==> src/sv/slig_pkg.sv <==
// Shared types, constants and helpers of the sub-box linear index generator.
package slig_pkg;

  localparam int NUM_DIMS = 3;
  localparam int MAX_SIZE = 16;
  localparam int SIZE_W   = 5;
  localparam int CORNER_W = 4;
  localparam int IDX_W    = 12;
  localparam int CFG_IDX_W = 2;
  localparam int STEP_W   = $clog2(NUM_DIMS + 1);

  localparam logic [CFG_IDX_W-1:0] CFG_SIZE_DIM0 = 2'd0;
  localparam logic [CFG_IDX_W-1:0] CFG_SIZE_DIM1 = 2'd1;
  localparam logic [CFG_IDX_W-1:0] CFG_SIZE_DIM2 = 2'd2;

  localparam logic REQ_START = 1'b0;
  localparam logic REQ_NEXT  = 1'b1;
  localparam logic MODE_CORNER_TO_END    = 1'b0;
  localparam logic MODE_ORIGIN_TO_CORNER = 1'b1;

  typedef logic [SIZE_W-1:0]   size_t;
  typedef logic [CORNER_W-1:0] digit_t;
  typedef logic [IDX_W-1:0]    idx_t;

  typedef struct packed {
    logic  clear;
    logic  en;
    size_t mult;
    idx_t  addend;
  } mac_cmd_t;

  function automatic size_t eff_size(input size_t s);
    size_t r;
    r = s;
    if (s > size_t'(MAX_SIZE)) begin
      r = size_t'(MAX_SIZE);
    end
    return r;
  endfunction

endpackage

==> src/sv/slig_mac.sv <==
// Shared multiply-accumulate unit: acc <= acc * mult + addend, modulo the index width.
module slig_mac (
  input  logic              clk,
  input  logic              rst_n,
  input  slig_pkg::mac_cmd_t cmd,
  output slig_pkg::idx_t    acc
);

  slig_pkg::idx_t acc_r;
  slig_pkg::idx_t acc_nxt;
  logic [slig_pkg::IDX_W+slig_pkg::SIZE_W-1:0] prod;

  always_comb begin
    prod    = acc_r * cmd.mult;
    acc_nxt = acc_r;
    if (cmd.clear) begin
      acc_nxt = '0;
    end else if (cmd.en) begin
      acc_nxt = prod[slig_pkg::IDX_W-1:0] + cmd.addend;
    end
  end

  always_ff @(posedge clk) begin
    if (!rst_n) begin
      acc_r <= '0;
    end else begin
      acc_r <= acc_nxt;
    end
  end

  assign acc = acc_r;

endmodule

==> src/sv/subbox_linear_index_generator_top.sv <==
// Sub-box linear index generator: box state, step sequencer and output register.
// A start or next with a box loaded makes four passes through the shared
// multiply-accumulate unit (Horner order over the dims, then a pass adding the box base
// for a next), then loads the output register once it is free; an error result skips
// the passes. A new request is taken only after the output register has been loaded.
// Reset: synchronous active-low rst_n; sizes to 1, no box loaded, output empty.
module subbox_linear_index_generator_top (
  input  logic                              clk,
  input  logic                              rst_n,
  input  logic                              cfg_valid,
  output logic                              cfg_ready,
  input  logic [slig_pkg::CFG_IDX_W-1:0]    cfg_index,
  input  logic [slig_pkg::SIZE_W-1:0]       cfg_data,
  input  logic                              in_valid,
  output logic                              in_ready,
  input  logic                              in_req_type,
  input  logic                              in_box_mode,
  input  logic [slig_pkg::CORNER_W-1:0]     in_corner_0,
  input  logic [slig_pkg::CORNER_W-1:0]     in_corner_1,
  input  logic [slig_pkg::CORNER_W-1:0]     in_corner_2,
  output logic                              out_valid,
  input  logic                              out_ready,
  output logic [slig_pkg::IDX_W-1:0]        out_linear_index,
  output logic                              out_last_of_box,
  output logic                              out_error_flag
);

  localparam logic [1:0] ST_IDLE = 2'd0;
  localparam logic [1:0] ST_CALC = 2'd1;
  localparam logic [1:0] ST_FIN  = 2'd2;

  logic [1:0] state_r, state_nxt;
  logic [slig_pkg::STEP_W-1:0] step_r, step_nxt;

  slig_pkg::size_t  size_r [slig_pkg::NUM_DIMS];
  slig_pkg::size_t  ext_r  [slig_pkg::NUM_DIMS];
  slig_pkg::size_t  ext_nxt [slig_pkg::NUM_DIMS];
  slig_pkg::digit_t pos_r  [slig_pkg::NUM_DIMS];
  slig_pkg::digit_t pos_nxt [slig_pkg::NUM_DIMS];
  slig_pkg::digit_t dig_r  [slig_pkg::NUM_DIMS];
  slig_pkg::digit_t dig_nxt [slig_pkg::NUM_DIMS];
  slig_pkg::digit_t pos_adv [slig_pkg::NUM_DIMS];
  slig_pkg::digit_t corner [slig_pkg::NUM_DIMS];
  slig_pkg::idx_t   base_r, base_nxt;
  logic loaded_r, loaded_nxt;
  logic err_r, err_nxt;
  logic start_r, start_nxt;

  logic out_valid_r, out_valid_nxt;
  slig_pkg::idx_t out_idx_r;
  logic out_last_r, out_err_r;

  logic in_xfer, out_load, corner_bad, at_last;
  slig_pkg::mac_cmd_t cmd;
  slig_pkg::idx_t acc;

  slig_mac u_mac (
    .clk   (clk),
    .rst_n (rst_n),
    .cmd   (cmd),
    .acc   (acc)
  );

  assign corner[0] = in_corner_0;
  assign corner[1] = in_corner_1;
  assign corner[2] = in_corner_2;

  assign cfg_ready = 1'b1;
  assign in_ready  = (state_r == ST_IDLE);
  assign in_xfer   = in_valid && in_ready;
  assign out_load  = (state_r == ST_FIN) && (!out_valid_r || out_ready);

  // corner range check and odometer advance
  always_comb begin
    logic carry;
    logic [slig_pkg::SIZE_W-1:0] inc;
    corner_bad = 1'b0;
    for (int k = 0; k < slig_pkg::NUM_DIMS; k++) begin
      if ({1'b0, corner[k]} >= slig_pkg::eff_size(size_r[k])) begin
        corner_bad = 1'b1;
      end
    end
    carry = 1'b1;
    for (int d = slig_pkg::NUM_DIMS - 1; d >= 0; d--) begin
      inc        = {1'b0, pos_r[d]} + 1'b1;
      pos_adv[d] = pos_r[d];
      if (carry) begin
        if (inc < ext_r[d]) begin
          pos_adv[d] = inc[slig_pkg::CORNER_W-1:0];
          carry      = 1'b0;
        end else begin
          pos_adv[d] = '0;
        end
      end
    end
  end

  always_comb begin
    at_last = 1'b1;
    for (int d = 0; d < slig_pkg::NUM_DIMS; d++) begin
      if (({1'b0, pos_r[d]} + 1'b1) != ext_r[d]) begin
        at_last = 1'b0;
      end
    end
  end

  // shared unit command
  always_comb begin
    cmd.clear  = in_xfer;
    cmd.en     = (state_r == ST_CALC);
    cmd.mult   = slig_pkg::size_t'(1);
    cmd.addend = start_r ? '0 : base_r;
    for (int d = 0; d < slig_pkg::NUM_DIMS; d++) begin
      if (step_r == slig_pkg::STEP_W'(d)) begin
        cmd.mult   = slig_pkg::eff_size(size_r[d]);
        cmd.addend = slig_pkg::idx_t'(dig_r[d]);
      end
    end
  end

  always_comb begin
    state_nxt     = state_r;
    step_nxt      = step_r;
    ext_nxt       = ext_r;
    pos_nxt       = pos_r;
    dig_nxt       = dig_r;
    base_nxt      = base_r;
    loaded_nxt    = loaded_r;
    err_nxt       = err_r;
    start_nxt     = start_r;
    out_valid_nxt = out_valid_r;
    if (out_valid_r && out_ready) begin
      out_valid_nxt = 1'b0;
    end
    unique case (state_r)
      ST_IDLE: begin
        if (in_xfer) begin
          step_nxt  = '0;
          start_nxt = (in_req_type == slig_pkg::REQ_START);
          err_nxt   = 1'b0;
          state_nxt = ST_CALC;
          if (in_req_type == slig_pkg::REQ_START) begin
            if (corner_bad) begin
              err_nxt    = 1'b1;
              state_nxt  = ST_FIN;
              loaded_nxt = 1'b0;
              base_nxt   = '0;
              for (int k = 0; k < slig_pkg::NUM_DIMS; k++) begin
                ext_nxt[k] = '0;
                pos_nxt[k] = '0;
              end
            end else begin
              loaded_nxt = 1'b1;
              for (int k = 0; k < slig_pkg::NUM_DIMS; k++) begin
                pos_nxt[k] = '0;
                if (in_box_mode == slig_pkg::MODE_CORNER_TO_END) begin
                  ext_nxt[k] = slig_pkg::eff_size(size_r[k]) - {1'b0, corner[k]};
                  dig_nxt[k] = corner[k];
                end else begin
                  ext_nxt[k] = {1'b0, corner[k]} + 1'b1;
                  dig_nxt[k] = '0;
                end
              end
            end
          end else begin
            if (!loaded_r) begin
              err_nxt   = 1'b1;
              state_nxt = ST_FIN;
            end else begin
              pos_nxt = pos_adv;
              dig_nxt = pos_adv;
            end
          end
        end
      end
      ST_CALC: begin
        if (step_r == slig_pkg::STEP_W'(slig_pkg::NUM_DIMS)) begin
          state_nxt = ST_FIN;
        end else begin
          step_nxt = step_r + 1'b1;
        end
      end
      ST_FIN: begin
        if (out_load) begin
          out_valid_nxt = 1'b1;
          state_nxt     = ST_IDLE;
          if (start_r && !err_r) begin
            base_nxt = acc;
          end
        end
      end
      default: begin
        state_nxt = ST_IDLE;
      end
    endcase
  end

  always_ff @(posedge clk) begin
    if (!rst_n) begin
      state_r     <= ST_IDLE;
      step_r      <= '0;
      loaded_r    <= 1'b0;
      base_r      <= '0;
      err_r       <= 1'b0;
      start_r     <= 1'b0;
      out_valid_r <= 1'b0;
      for (int k = 0; k < slig_pkg::NUM_DIMS; k++) begin
        size_r[k] <= slig_pkg::size_t'(1);
        ext_r[k]  <= '0;
        pos_r[k]  <= '0;
      end
    end else begin
      state_r     <= state_nxt;
      step_r      <= step_nxt;
      loaded_r    <= loaded_nxt;
      base_r      <= base_nxt;
      err_r       <= err_nxt;
      start_r     <= start_nxt;
      out_valid_r <= out_valid_nxt;
      ext_r       <= ext_nxt;
      pos_r       <= pos_nxt;
      if (cfg_valid && cfg_ready) begin
        unique case (cfg_index)
          slig_pkg::CFG_SIZE_DIM0: size_r[0] <= cfg_data;
          slig_pkg::CFG_SIZE_DIM1: size_r[1] <= cfg_data;
          slig_pkg::CFG_SIZE_DIM2: size_r[2] <= cfg_data;
          default: ;
        endcase
      end
    end
  end

  always_ff @(posedge clk) begin
    dig_r <= dig_nxt;
    if (out_load) begin
      out_idx_r  <= err_r ? '0 : acc;
      out_last_r <= err_r ? 1'b0 : at_last;
      out_err_r  <= err_r;
    end
  end

  assign out_valid        = out_valid_r;
  assign out_linear_index = out_idx_r;
  assign out_last_of_box  = out_last_r;
  assign out_error_flag   = out_err_r;

endmodule
==> config.mk <==
export PLATFORM = sky130hd
export DESIGN_NAME = subbox_linear_index_generator_top
export DESIGN_NICKNAME = d
export VERILOG_FILES = /design/src/sv/slig_pkg.sv /design/src/sv/slig_mac.sv /design/src/sv/subbox_linear_index_generator_top.sv
export SDC_FILE = /design/constraint.sdc
export NUM_CORES = 1
export LEC_CHECK = 0
export BUFFER_PORTS_ARGS = -buffer_cell sky130_fd_sc_hd__buf_2
export CAP_MARGIN = 25
export CELL_PAD_IN_SITES_DETAIL_PLACEMENT = 1
export CELL_PAD_IN_SITES_GLOBAL_PLACEMENT = 1
export CORE_MARGIN = 1.5
export CORE_UTILIZATION = 48
export DETAILED_ROUTE_END_ITERATION = 16
export GPL_TIMING_DRIVEN = 0
export PLACE_DENSITY_LB_ADDON = 0.1
export RECOVER_POWER = 100
export SYNTH_ARGS = -nofsm -noshare
export SYNTH_HDL_FRONTEND = slang
export SYNTH_SLANG_ARGS = --single-unit
==> constraint.sdc <==
create_clock -name clk -period 7.4 [get_ports clk]
set_input_delay 0.37 -clock clk [delete_from_list [all_inputs] [get_ports clk]]
set_output_delay 0.37 -clock clk [all_outputs]
set_load 0.01 [all_outputs]
==> impl_metrics.py <==
metrics = {
    "cts": {
        "htree_levels": 3,
        "clk_pin_slew_ns": 0.08,
        "cts_buffer_depth": 2,
        "cts_setup_buffers": 0,
        "cts_tree": "done",
        "clock_latency_ns": 0.35,
        "numCtsBuffers": 9,
        "root_buffer": "clkbuf_16",
        "hold_buffers": 0,
        "clkSinkCount": 100,
        "cts_repair_resize_count": 0,
    },
    "pwr": {
        "p_total_mw": 1.40,
        "max-vdd-ir-drop_mv": 0.117,
        "leakage_nw": 3.36,
        "power_density_nw_per_um2": 173,
    },
    "timing": {
        "slew-limit-headroom_pct": 25.3,
        "rsz0062_at_grt": "false",
        "fin_setup_tns_ns": 0,
        "fin_worst_skew_ns": 0.00914,
        "fmax_mhz": 155,
        "timing.final.crit_share_pct": 87.3,
        "layout_setup_ws_ns": 0.943,
        "tightest_slew_ns": 1.12,
        "layout_min_cycle_time_ns": 6.46,
        "setup_viol": 0,
        "report.final.slew_viol_count": 0,
        "hold_viol_final": 0,
        "whs_ns": 0.337,
    },
    "critical_path": {
        "critical_path_class": "reg2reg",
        "max_stage_delay_ns": 0.57,
        "crit_slowest_cell": "fa_1",
        "worstPathMaxFanout": 10,
        "critPathLaunchType": "register",
        "required_ns": 7.66,
        "arrival_ns": 6.72,
        "crit_family": "adder cells",
        "cp-end-kind": "register",
        "worstPathCellList": "inv_1 > ha_1 > clkbuf_1 > clkbuf_1 > a221oi_1 > a21oi_1 > clkbuf_1 > nand2_1 > fa_1 > fa_1 > fa_1 > inv_1 > ha_1 > o21ai_0 > nor2_1 > or2_0 > or4_1 > a31o_2 > a21oi_1 > xnor2_1 > a211oi_1",
        "cp_num_buf_inv": 5,
        "reg2regPathDepth": 21,
        "critical_path_depth": 21,
    },
    "min_path": {
        "whs_path_depth": 3,
        "worstHoldPathType": "in2reg",
    },
    "yosys": {
        "synth.most_common_cell": "inv_1",
        "synth_cell_types": 67,
        "synth_cells": 801,
        "yosys-top-cells-area": "edfxtp_1 (17%), dfxtp_1 (16%), ha_1 (11%), fa_1 (9.7%), nor2b_1 (5.0%)",
        "synth_common_cells": "inv_1 (90), nand2_1 (72), ha_1 (64)",
        "synth_top_area_share_pct": 16.6,
        "ys_seq_area_share_pct": 32.6,
        "synth_largest_area_cell": "edfxtp_1",
        "synth_flop_cell": "dfxtp_1",
        "syn_area_per_cell_sq_um": 9.25,
        "synth_fp_nets": 927,
        "synth_edf_count": 41,
        "synth_area_sq_um": 7410,
        "async_flop_share_pct": 0,
        "synth_seq_cells": 100,
        "yosys_warnings": 0,
    },
    "grt": {
        "grt.overflow.total": 0,
        "grt_pass1_vias": 6387,
        "grt_usage_pct": 27.0,
        "grt_max_degree": 20,
        "grt_pass1_wl_um": 33700,
        "antenna_found_initial": 2,
    },
    "floorplanning": {
        "initial_utilization_pct": 48.9,
        "fp.dieH_um": 127,
        "die-area_sq_um": 16200,
        "die_x_um": 127,
        "ioPinCount": 43,
        "num_rows": 45,
        "core_area_sq_um": 15100,
    },
    "routing": {
        "dr_total_vias": 5941,
        "routed_wl_um": 20600,
        "detail-route-antenna-nets": 0,
        "drt_iter0_drc": 332,
        "post-route-drc-count": 0,
        "dr.pass1.iters": 5,
        "routedWlPerCell_um": 19.6,
        "vias_per_cell": 5.67,
    },
    "place": {
        "numPortBuffers": 41,
        "gp_congestion": 0.833,
        "hpwlAfterDp_um": 16500,
        "dpl_worst_slack_ns": 1.38,
    },
    "final_layout": {
        "drive_gt1_share_pct": 8.26,
        "areaGrowthSynthToFinish_pct": 9.10,
        "final_util_pct": 53.4,
        "fin_nets": 981,
        "diodes": 0,
        "fill_cells": 1797,
    },
    "run": {
        "cap_violations": 0,
    },
    "outcome": {
        "run_status": "completed",
    },
}
state kept, by name, indices dropped and copies added (netlist names), 2 cells and up:
name              flops
out_linear_index     12
size_r               15
step_r                2
base_r               12
state_r               2
dig_r                12
ext_r                15
pos_r                12
u_mac.acc            12
worst min-delay path, delay by kind of cell:
kind	cells	cell delay [ns]
and+or+nand+nor	1	0.11
buffers and inverters	1	0.08
AOI/OAI and AO/OA	1	0.07
layout by cell type (no fill, tap or decap), drive strengths merged, types with 4 or more instances in the layout:
cell type / n
a211oi: 6
a21boi: 5
a21o: 21
a21oi: 43
a22o: 18
a22oi: 14
a31o: 4
and2: 19
and3: 9
buf: 29
clkbuf: 54
dfxtp: 59
edfxtp: 41
fa: 36
ha: 64
inv: 95
mux2i: 4
nand2: 72
nand2b: 19
nand3: 19
nand4: 4
nor2: 38
nor2b: 60
nor3: 8
nor3b: 4
o21a: 7
o21ai: 30
xnor2: 26
xor2: 8
area by class of cell:
class                      instances  area (sq um)  area share, %
inverter                          90           338           4.18
clock buffer                       9           225           2.79
sequential                       100          2410           29.8
clock inverter                     7          63.8          0.789
multi-input combinational        580          4490           55.5
timing repair buffer              43           191           2.37
buffer                            31           129           1.59
tap                              188           235           2.91
layer usage:
layer	vias to the layer above	global-route usage (%)	wire (um)
met5	-	0	0
met4	0	5.68	199
met3	17	3.27	788
met2	111	45.7	9750
met1	2981	37.4	9820
li1	2832	-	-
kinds of logic (layout without fill, tap and decap cells):
kind of cell,after synthesis,count (layout),synth area share (%)
muxes,7,7,0.996
DFF,100,100,32.6
xor gates and xnor gates,34,34,4.02
other,1,1,0.0506
adders and majority gates,100,100,20.5
buffers and inverters,121,180,6.74
and+or+nand+nor,269,269,19.3
AOI/OAI and AO/OA,169,169,15.8
final timing paths:
| path | startpoint | end | slack [ns] |
|---|---|---|---|
| setup / recovery | step_r[0] | u_mac.acc[11] | 0.94 |
| setup reg to reg | step_r[0] | u_mac.acc[11] | 0.94 |
| hold reg to reg | ext_r[4] | ext_r[4] | 0.49 |
| hold / removal | out_ready | out_valid | 0.34 |
through the flow:
stage / cells / instance area [sq um]
global route: 1048 / 8080
CTS: 1047 / 8150
finish: 1048 / 8080
global placement: 1030 / 7850
floorplan: 801 / 7410
detailed placement: 1031 / 7860
power breakdown:
group          leakage (nW)  internal [mW]  switching [mW]  total [mW]
sequential            0.872          0.601          0.0207       0.622
combinational          2.35          0.109           0.197       0.305
clock                 0.137          0.237           0.238       0.475
total                  3.36          0.947           0.455        1.40
(Power assumes the default switching activity.)
